`src/hdl/fcct_pkg.sv`:
```
// ----------------------------------------------------------------------------
// fcct_pkg: shared types and constants of the fault code confirm table
// Command and result codes, the stored entry layout and the control/status
// bundles between the controller and the datapath.
// ----------------------------------------------------------------------------
package fcct_pkg;

  // command codes
  localparam logic [1:0] CMD_RAISE = 2'd0;
  localparam logic [1:0] CMD_CLEAR = 2'd1;
  localparam logic [1:0] CMD_READ  = 2'd2;
  localparam logic [1:0] CMD_QUERY = 2'd3;

  // result status codes
  localparam logic [1:0] ST_OK       = 2'd0;
  localparam logic [1:0] ST_FULL     = 2'd1;
  localparam logic [1:0] ST_RESERVED = 2'd2;

  // entry flag bits and confirmation threshold
  localparam logic [1:0] FLAG_FAILED    = 2'b01;
  localparam logic [1:0] FLAG_CONFIRMED = 2'b10;
  localparam logic [1:0] CONFIRM_AT     = 2'd3;

  // most records a single read returns
  localparam logic [4:0] MAX_READ = 5'd16;

  typedef struct packed {
    logic [31:0] code;
    logic [1:0]  flags;
    logic [1:0]  count;
    logic [2:0]  severity;
  } fcct_entry_t;

  // controller to datapath
  typedef struct packed {
    logic       load;      // capture the input item
    logic       rd;        // read the entry at addr
    logic       wr_hit;    // update the matched entry at addr
    logic       wr_new;    // fill the free entry at addr
    logic       clr;       // free the entry at addr
    logic       hold;      // capture the current entry as pending record
    logic       emit;      // load the result register
    logic       emit_rec;  // result carries the pending record
    logic       last;
    logic [1:0] status;
    logic       conf;
  } fcct_ctl_t;

  // datapath to controller
  typedef struct packed {
    logic [1:0] op;
    logic       occupied;
    logic       match;
    logic       confirmed;
    logic       mask_hit;
    logic       code_zero;
    logic       out_free;
    logic [4:0] lim;
  } fcct_sts_t;

endpackage

```
`src/hdl/fault_code_confirm_table.sv`:
```
// ----------------------------------------------------------------------------
// fault_code_confirm_table: table of fault codes with confirmation counting
// Top level: joins the controller and the datapath.
// ----------------------------------------------------------------------------
// The table holds ENTRIES fault codes, each with failed/confirmed flags, a
// saturating raise count and a severity. One command is taken at a time on
// the input channel. Raise, clear and query give one result with last set;
// a read gives one result per stored entry, in index order, up to
// min(read_limit, 16), or a single empty result when there is nothing to
// return. Every command but a raise of code zero walks the entry RAM, with
// a read step and an evaluate step per entry (set by the registered RAM read
// port); a raise that finds its code and a query that finds a confirmed code
// stop early, a read stops at its limit, and a read also waits whenever its
// result register is full.
// The input channel is ready again as soon as the last result is loaded
// into the result register, even while that result still waits for its
// transfer. Reset frees every entry at once through per-entry occupied bits.
module fault_code_confirm_table import fcct_pkg::*; #(
  parameter int ENTRIES = 16
) (
  input  logic        clk,
  input  logic        rst,
  input  logic        in_valid,
  output logic        in_ready,
  input  logic [1:0]  cmd,
  input  logic [31:0] fault_code,
  input  logic [2:0]  severity,
  input  logic [31:0] clear_mask,
  input  logic [7:0]  read_limit,
  output logic        out_valid,
  input  logic        out_ready,
  output logic [1:0]  result_status,
  output logic        is_confirmed,
  output logic        record_valid,
  output logic [31:0] record_code,
  output logic [1:0]  record_flags,
  output logic [1:0]  record_count,
  output logic [2:0]  record_severity,
  output logic        last
);

  localparam int IW = (ENTRIES > 1) ? $clog2(ENTRIES) : 1;

  fcct_ctl_t     ctl;
  fcct_sts_t     sts;
  logic [IW-1:0] addr;

  // sequence the scan and the result transfers
  fcct_ctrl #(
    .ENTRIES (ENTRIES)
  ) u_ctrl (
    .clk      (clk),
    .rst      (rst),
    .in_valid (in_valid),
    .in_ready (in_ready),
    .sts      (sts),
    .ctl      (ctl),
    .addr     (addr)
  );

  // hold the table, the pending record and the result register
  fcct_dp #(
    .ENTRIES (ENTRIES)
  ) u_dp (
    .clk             (clk),
    .rst             (rst),
    .cmd             (cmd),
    .fault_code      (fault_code),
    .severity        (severity),
    .clear_mask      (clear_mask),
    .read_limit      (read_limit),
    .addr            (addr),
    .ctl             (ctl),
    .sts             (sts),
    .out_valid       (out_valid),
    .out_ready       (out_ready),
    .result_status   (result_status),
    .is_confirmed    (is_confirmed),
    .record_valid    (record_valid),
    .record_code     (record_code),
    .record_flags    (record_flags),
    .record_count    (record_count),
    .record_severity (record_severity),
    .last            (last)
  );

endmodule

```
`src/hdl/fcct_ram.sv`:
```
// ----------------------------------------------------------------------------
// fcct_ram: generic single-write, single-read RAM
// One write port and one read port with registered read data.
// ----------------------------------------------------------------------------
module fcct_ram #(
  parameter int WIDTH = 8,
  parameter int DEPTH = 16,
  localparam int AW = (DEPTH > 1) ? $clog2(DEPTH) : 1
) (
  input  logic             clk,
  input  logic             we,
  input  logic [AW-1:0]    waddr,
  input  logic [WIDTH-1:0] wdata,
  input  logic             re,
  input  logic [AW-1:0]    raddr,
  output logic [WIDTH-1:0] rdata
);

  logic [WIDTH-1:0] mem [DEPTH];

  always_ff @(posedge clk) begin
    if (we) begin
      mem[waddr] <= wdata;
    end
    if (re) begin
      rdata <= mem[raddr];
    end
  end

endmodule

```
`src/hdl/fcct_dp.sv`:
```
// ----------------------------------------------------------------------------
// fcct_dp: datapath of the fault code confirm table
// Holds the command, the entry RAM with its occupied bits, the pending read
// record and the result register.
// ----------------------------------------------------------------------------
module fcct_dp import fcct_pkg::*; #(
  parameter int ENTRIES = 16,
  localparam int IW = (ENTRIES > 1) ? $clog2(ENTRIES) : 1
) (
  input  logic          clk,
  input  logic          rst,
  input  logic [1:0]    cmd,
  input  logic [31:0]   fault_code,
  input  logic [2:0]    severity,
  input  logic [31:0]   clear_mask,
  input  logic [7:0]    read_limit,
  input  logic [IW-1:0] addr,
  input  fcct_ctl_t     ctl,
  output fcct_sts_t     sts,
  output logic          out_valid,
  input  logic          out_ready,
  output logic [1:0]    result_status,
  output logic          is_confirmed,
  output logic          record_valid,
  output logic [31:0]   record_code,
  output logic [1:0]    record_flags,
  output logic [1:0]    record_count,
  output logic [2:0]    record_severity,
  output logic          last
);

  logic [1:0]   op;
  logic [31:0]  code;
  logic [2:0]   sev;
  logic [31:0]  mask;
  logic [7:0]   limit;
  logic [ENTRIES-1:0] vld;
  fcct_entry_t  rdata;
  fcct_entry_t  ent;
  fcct_entry_t  upd_ent;
  fcct_entry_t  new_ent;
  fcct_entry_t  pend;
  logic [1:0]   count_next;

  // capture the command
  always_ff @(posedge clk) begin
    if (ctl.load) begin
      op    <= cmd;
      code  <= fault_code;
      sev   <= severity;
      mask  <= clear_mask;
      limit <= read_limit;
    end
  end

  // occupied bits: an entry that is not occupied reads as all zero
  always_ff @(posedge clk) begin
    if (rst) begin
      vld <= '0;
    end else if (ctl.wr_hit || ctl.wr_new) begin
      vld[addr] <= 1'b1;
    end else if (ctl.clr) begin
      vld[addr] <= 1'b0;
    end
  end

  fcct_ram #(
    .WIDTH ($bits(fcct_entry_t)),
    .DEPTH (ENTRIES)
  ) u_ram (
    .clk   (clk),
    .we    (ctl.wr_hit || ctl.wr_new),
    .waddr (addr),
    .wdata (ctl.wr_new ? new_ent : upd_ent),
    .re    (ctl.rd),
    .raddr (addr),
    .rdata (rdata)
  );

  always_comb begin
    ent = vld[addr] ? rdata : '0;

    count_next = (ent.count < CONFIRM_AT) ? ent.count + 2'd1 : ent.count;
    upd_ent.code     = ent.code;
    upd_ent.count    = count_next;
    upd_ent.flags    = ent.flags | FLAG_FAILED |
                       ((count_next == CONFIRM_AT) ? FLAG_CONFIRMED : 2'b00);
    upd_ent.severity = sev;

    new_ent.code     = code;
    new_ent.flags    = FLAG_FAILED;
    new_ent.count    = 2'd1;
    new_ent.severity = sev;
  end

  always_comb begin
    sts.op        = op;
    sts.occupied  = vld[addr];
    sts.match     = (ent.code == code);
    sts.confirmed = (ent.code == code) && ent.flags[1];
    sts.mask_hit  = |(ent.code & mask);
    sts.code_zero = (code == 32'd0);
    sts.out_free  = !out_valid || out_ready;
    sts.lim       = (limit > 8'(MAX_READ)) ? MAX_READ : limit[4:0];
  end

  always_ff @(posedge clk) begin
    if (ctl.hold) begin
      pend <= ent;
    end
  end

  // result register
  always_ff @(posedge clk) begin
    if (rst) begin
      out_valid <= 1'b0;
    end else if (ctl.emit) begin
      out_valid <= 1'b1;
    end else if (out_ready) begin
      out_valid <= 1'b0;
    end
  end

  always_ff @(posedge clk) begin
    if (ctl.emit) begin
      last <= ctl.last;
      if (ctl.emit_rec) begin
        result_status   <= ST_OK;
        is_confirmed    <= 1'b0;
        record_valid    <= 1'b1;
        record_code     <= pend.code;
        record_flags    <= pend.flags;
        record_count    <= pend.count;
        record_severity <= pend.severity;
      end else begin
        result_status   <= ctl.status;
        is_confirmed    <= ctl.conf;
        record_valid    <= 1'b0;
        record_code     <= '0;
        record_flags    <= '0;
        record_count    <= '0;
        record_severity <= '0;
      end
    end
  end

endmodule

```
`src/hdl/fcct_ctrl.sv`:
```
// ----------------------------------------------------------------------------
// fcct_ctrl: controller of the fault code confirm table
// Sequences the entry scan of every command and the result transfers.
// ----------------------------------------------------------------------------
module fcct_ctrl import fcct_pkg::*; #(
  parameter int ENTRIES = 16,
  localparam int IW = (ENTRIES > 1) ? $clog2(ENTRIES) : 1
) (
  input  logic          clk,
  input  logic          rst,
  input  logic          in_valid,
  output logic          in_ready,
  input  fcct_sts_t     sts,
  output fcct_ctl_t     ctl,
  output logic [IW-1:0] addr
);

  localparam logic [1:0] S_IDLE = 2'd0;
  localparam logic [1:0] S_RD   = 2'd1;
  localparam logic [1:0] S_EV   = 2'd2;
  localparam logic [1:0] S_FIN  = 2'd3;

  localparam logic [IW-1:0] LAST_IDX = IW'(ENTRIES - 1);

  logic [1:0]    state, state_next;
  logic [IW-1:0] idx, idx_next;
  logic [IW-1:0] free_idx, free_idx_next;
  logic          free_found, free_found_next;
  logic          hit, hit_next;
  logic          conf, conf_next;
  logic [4:0]    n, n_next;
  logic          have_pend, have_pend_next;
  logic          adv;

  always_ff @(posedge clk) begin
    if (rst) begin
      state <= S_IDLE;
    end else begin
      state <= state_next;
    end
    idx        <= idx_next;
    free_idx   <= free_idx_next;
    free_found <= free_found_next;
    hit        <= hit_next;
    conf       <= conf_next;
    n          <= n_next;
    have_pend  <= have_pend_next;
  end

  assign addr = (state == S_FIN) ? free_idx : idx;

  always_comb begin
    state_next      = state;
    idx_next        = idx;
    free_idx_next   = free_idx;
    free_found_next = free_found;
    hit_next        = hit;
    conf_next       = conf;
    n_next          = n;
    have_pend_next  = have_pend;
    ctl             = '0;
    in_ready        = 1'b0;
    adv             = 1'b0;

    unique case (state)
      S_IDLE: begin
        in_ready = 1'b1;
        if (in_valid) begin
          ctl.load        = 1'b1;
          idx_next        = '0;
          n_next          = '0;
          free_found_next = 1'b0;
          hit_next        = 1'b0;
          conf_next       = 1'b0;
          have_pend_next  = 1'b0;
          state_next      = S_RD;
        end
      end

      S_RD: begin
        if ((sts.op == CMD_RAISE && sts.code_zero) ||
            (sts.op == CMD_READ && n == sts.lim)) begin
          state_next = S_FIN;
        end else begin
          ctl.rd     = 1'b1;
          state_next = S_EV;
        end
      end

      S_EV: begin
        unique case (sts.op)
          CMD_RAISE: begin
            if (sts.occupied && sts.match) begin
              ctl.wr_hit = 1'b1;
              hit_next   = 1'b1;
              state_next = S_FIN;
            end else begin
              if (!sts.occupied && !free_found) begin
                free_found_next = 1'b1;
                free_idx_next   = idx;
              end
              adv = 1'b1;
            end
          end
          CMD_CLEAR: begin
            ctl.clr = sts.occupied && sts.mask_hit;
            adv     = 1'b1;
          end
          CMD_QUERY: begin
            if (sts.occupied && sts.confirmed) begin
              conf_next  = 1'b1;
              state_next = S_FIN;
            end else begin
              adv = 1'b1;
            end
          end
          default: begin
            // read: keep one record back so the final one can carry last
            if (sts.occupied) begin
              if (have_pend) begin
                if (sts.out_free) begin
                  ctl.emit     = 1'b1;
                  ctl.emit_rec = 1'b1;
                  ctl.hold     = 1'b1;
                  n_next       = n + 5'd1;
                  adv          = 1'b1;
                end
              end else begin
                ctl.hold       = 1'b1;
                have_pend_next = 1'b1;
                n_next         = n + 5'd1;
                adv            = 1'b1;
              end
            end else begin
              adv = 1'b1;
            end
          end
        endcase
        if (adv) begin
          if (idx == LAST_IDX) begin
            state_next = S_FIN;
          end else begin
            idx_next   = idx + 1'b1;
            state_next = S_RD;
          end
        end
      end

      default: begin
        if (sts.out_free) begin
          ctl.emit   = 1'b1;
          ctl.last   = 1'b1;
          ctl.status = ST_OK;
          state_next = S_IDLE;
          unique case (sts.op)
            CMD_RAISE: begin
              priority if (sts.code_zero) begin
                ctl.status = ST_RESERVED;
              end else if (hit) begin
                ctl.status = ST_OK;
              end else if (free_found) begin
                ctl.wr_new = 1'b1;
              end else begin
                ctl.status = ST_FULL;
              end
            end
            CMD_CLEAR: begin
              ctl.status = ST_OK;
            end
            CMD_QUERY: begin
              ctl.conf = conf;
            end
            default: begin
              ctl.emit_rec = have_pend;
            end
          endcase
        end
      end
    endcase
  end

endmodule

```
`config.mk`:
```
export PLATFORM = sky130hd
export DESIGN_NAME = fault_code_confirm_table
export DESIGN_NICKNAME = d
export VERILOG_FILES = /design/src/hdl/fcct_pkg.sv /design/src/hdl/fault_code_confirm_table.sv /design/src/hdl/fcct_ram.sv /design/src/hdl/fcct_dp.sv /design/src/hdl/fcct_ctrl.sv
export SDC_FILE = /design/constraint.sdc
export NUM_CORES = 1
export LEC_CHECK = 0
export BUFFER_PORTS_ARGS = -buffer_cell sky130_fd_sc_hd__buf_2
export CORE_MARGIN = 4
export CORE_UTILIZATION = 50
export CTS_BUF_LIST = sky130_fd_sc_hd__clkbuf_2
export DETAILED_ROUTE_END_ITERATION = 16
export HOLD_SLACK_MARGIN = 0.12
export PLACE_DENSITY = 0.69
export SLEW_MARGIN = 30
export SYNTH_ARGS = -nofsm -noshare
export SYNTH_HDL_FRONTEND = slang
export SYNTH_SLANG_ARGS = --single-unit
```
`constraint.sdc`:
```
create_clock -name clk -period 4.3 [get_ports clk]
set_input_delay 0.645 -clock clk [delete_from_list [all_inputs] [get_ports clk]]
set_output_delay 0.645 -clock clk [all_outputs]
set_load 0.02 [all_outputs]
```
==> impl_metrics.py <==
metrics = {
    "logic_synthesis": {
        "synth_seq_area_share": 0.7819,
        "syn_inst": 1930,
        "synth_warnings": 0,
        "netlist_top_cells_area": "edfxtp_1, a22oi_1, a21oi_1",
        "synth.top_cell.area_share": 0.7701,
        "ys.flop_type": "edfxtp_1",
        "netlist_area_um2": 32090,
        "synth-async-reset-ratio": 0,
        "synth-edff-count": 823,
        "synthTopCellsByCount": "edfxtp_1, a22oi_1, a21oi_1",
        "post-synth-top-count-cell": "edfxtp_1",
        "synth_nets": 2013,
        "ys_ff_latch": 842,
        "yosysUniqueCellTypes": 66,
        "synth_area_leader_cell": "edfxtp_1",
        "avgSynthCellArea_um2": 16.63,
    },
    "run": {
        "maxCapViolCount": 0,
    },
    "die": {
        "rows": 92,
        "initial_utilization": 0.5069,
        "die_area_um2": 68300,
        "core-area_um2": 63310,
        "die_h_um": 261.4,
        "ios": 127,
        "die_w_um": 261.4,
    },
    "clock_tree": {
        "cts_root_buf": "clkbuf_2",
        "clk_pin_slew_worst_paths_ns": 0.11,
        "post_cts_buffers": 0,
        "cts_sinks": 842,
        "cts-resized-gates": 0,
        "clk_path_buf_depth": 3,
        "clock_latency_ns": 1.40,
        "hold_buffers": 159,
        "cts_made_buffers": 191,
        "htreeDepth": 4,
        "cts_tree": "built",
    },
    "power": {
        "max-vdd-ir-drop_uv": 259.9,
        "pwr-share-clk": 0.316,
        "intPower_w": 0.01165,
        "p_switching_w": 0.004074,
        "swShare": 0.2591,
        "powerDensity_nw_per_um2": 420.0,
        "pwr-share-comb": 0.085,
        "p_seq_frac": 0.599,
        "p_leak_nw": 12.41,
    },
    "timing": {
        "holdWs_ns": 0.3218,
        "skew_ns": 0.09338,
        "finalCriticalPeriod_ns": 3.981,
        "setup_tns_ns": 0,
        "grt_setup_unrepaired": "false",
        "slew_violations": 0,
        "slew_headroom": 0.3481,
        "tightest_slew_ns": 0.9779,
        "finalCritPeriodShare": 0.9258,
        "setup_viol": 0,
        "hold_viol": 0,
        "fmax_mhz": 251.2,
    },
    "grt": {
        "grt_pass1_wl_um": 116600,
        "grt_max_degree": 124,
        "antenna_found_initial": 6,
        "grt_pass1_vias": 19346,
        "track_usage": 0.2270,
        "gr-total-overflow": 0,
    },
    "detailed_routing": {
        "ant_nets": 0,
        "viasPerCell": 5.907,
        "firstDrtPassIters": 5,
        "wl_per_cell_um": 23.23,
        "vias": 19770,
        "wirelength_um": 77760,
        "drt_iter0_markers": 2405,
        "route.detailed.drc": 0,
    },
    "place": {
        "dp_hpwl_um": 47080,
        "numPortBuffers": 126,
        "globalplace.congestion": 0.8994,
    },
    "final_layout": {
        "fin_util": 0.5913,
        "syn_to_final_growth_pct": 16.65,
        "fin_nets": 2431,
        "drive_gt1_frac": 0.2224,
    },
    "setup_path": {
        "start_kind": "flip-flop",
        "cp.arrival_ns": 5.00,
        "crit_fanout": 26,
        "required_ns": 5.32,
        "path_class": "flip-flop to flip-flop",
        "cp-end-kind": "flip-flop",
    },
    "hold_path": {
        "hp-class": "input pin to flip-flop",
    },
    "status": {
        "status": "finished, final reports clean",
    },
}
## worst max-delay path, stage by stage (launching register included)
cell	delay, ns
dfxtp_1	0.53
nand2_1	0.31
or3_1	0.45
o31ai_4	0.14
o21ai_1	0.12
and4_2	0.35
a21o_1	0.21
a2111oi_4	0.44
nand4_4	0.13
buf_4	0.33
a21oi_4	0.22
buf_4	0.37
## flip-flops by register name (all words and copies together) (netlist names), 3 cells and up, named ones only
name                  flops
u_dp.u_ram.mem          608
u_dp.code                32
u_dp.pend                39
u_ctrl.free_idx           4
u_dp.u_ram.rdata         38
u_dp.record_severity      3
u_dp.limit                8
u_ctrl.n                  5
u_dp.mask                32
u_dp.sev                  3
u_ctrl.idx                4
u_dp.record_code         32
## routing by layer
| layer | GRT usage | up-vias | wire, um | share of wire |
|---|---|---|---|---|
| met3 | 0.06102 | 126 | 8365 | 0.11 |
| met1 | 0.3274 | 9725 | 31920 | 0.41 |
| met5 | 0 | - | 0 | 0 |
| met4 | 0.08275 | 0 | 2023 | 0.026 |
| li1 | - | 8791 | - | - |
| met2 | 0.3365 | 1128 | 35460 | 0.46 |
## layout by cell type (no fill, tap or decap), types with 10 or more instances in the layout
cell           synthesis  routed
o21ai_0               12      12
nor2_1                40      39
a22oi_1              304     304
a21oi_1              166     159
and2_1                76      76
nand3_1               26      26
buf_4                  2      45
dfxtp_1               19      19
dlygate4sd3_1          0     159
inv_1                 14      13
buf_12                 0      10
o22ai_1               11      11
buf_2                  2     126
clkbuf_2               0     275
a21oi_4                0      16
or4_1                 38      38
mux2_2                25      25
nand2b_1              13      13
edfxtp_1             823     823
nand2_1               45      44
clkinv_1               0      45
nor4_1                14      14
xor2_1                17      17
xnor2_1               14      14
a2bb2oi_1             16      16
## power groups by stage
stage               clock network (W)  logic (W)  registers [W]
global placement                    0    0.00115        0.00959
floorplan                           0   0.000724        0.00954
finish                        0.00497    0.00134        0.00941
global route                  0.00555    0.00144        0.00942
detailed placement                  0    0.00119        0.00959
CTS                           0.00506    0.00131        0.00941
## per-stage QoR
| step | std cells | setup slack (ns) | power, W | area [um2] |
|---|---|---|---|---|
| after floorplan | 1930 | -0.4036 | 0.01027 | 32090 |
| after global placement | 2841 | 0.4935 | 0.01075 | 34070 |
| after detailed placement | 2842 | 0.3855 | 0.01078 | 34090 |
| after CTS | 3342 | 0.3957 | 0.01577 | 37430 |
| after global routing | 3347 | 0.1490 | 0.01641 | 37440 |
| final | 3347 | 0.3190 | 0.01572 | 37440 |
## cell type report
type                       instances  area, um2
timing repair buffer             341       2788
inverter                          14      53.80
antenna                            5      12.51
sequential                       842      25090
multi-input combinational        958       6691
tap                              846       1059
clock inverter                    66      364.1
clock buffer                     275       1376
fill                            4728      25870
## kinds of logic after synthesis
logic type               synth area share
AO/OA/AOI/OAI                      0.1278
XOR/XNOR                         0.008460
adder cells (fa/ha/maj)         0.0007796
buffers and inverters             0.01622
flip-flops                         0.7819
multiplexers                      0.01018
AND/OR/NAND/NOR                   0.05470
## worst paths after layout
kind	cells past startpoint	end	slack, ns	from
setup reg to reg	11	u_dp.u_ram.mem[15][28]	0.32	u_ctrl.state[0]
hold / removal	4	u_dp.out_valid	0.32	out_ready
hold reg to reg	1	u_dp.record_code[2]	0.51	u_dp.pend[9]
setup / recovery	11	u_dp.u_ram.mem[15][28]	0.32	u_ctrl.state[0]
Note: power is estimated with default switching activity, not from simulation.
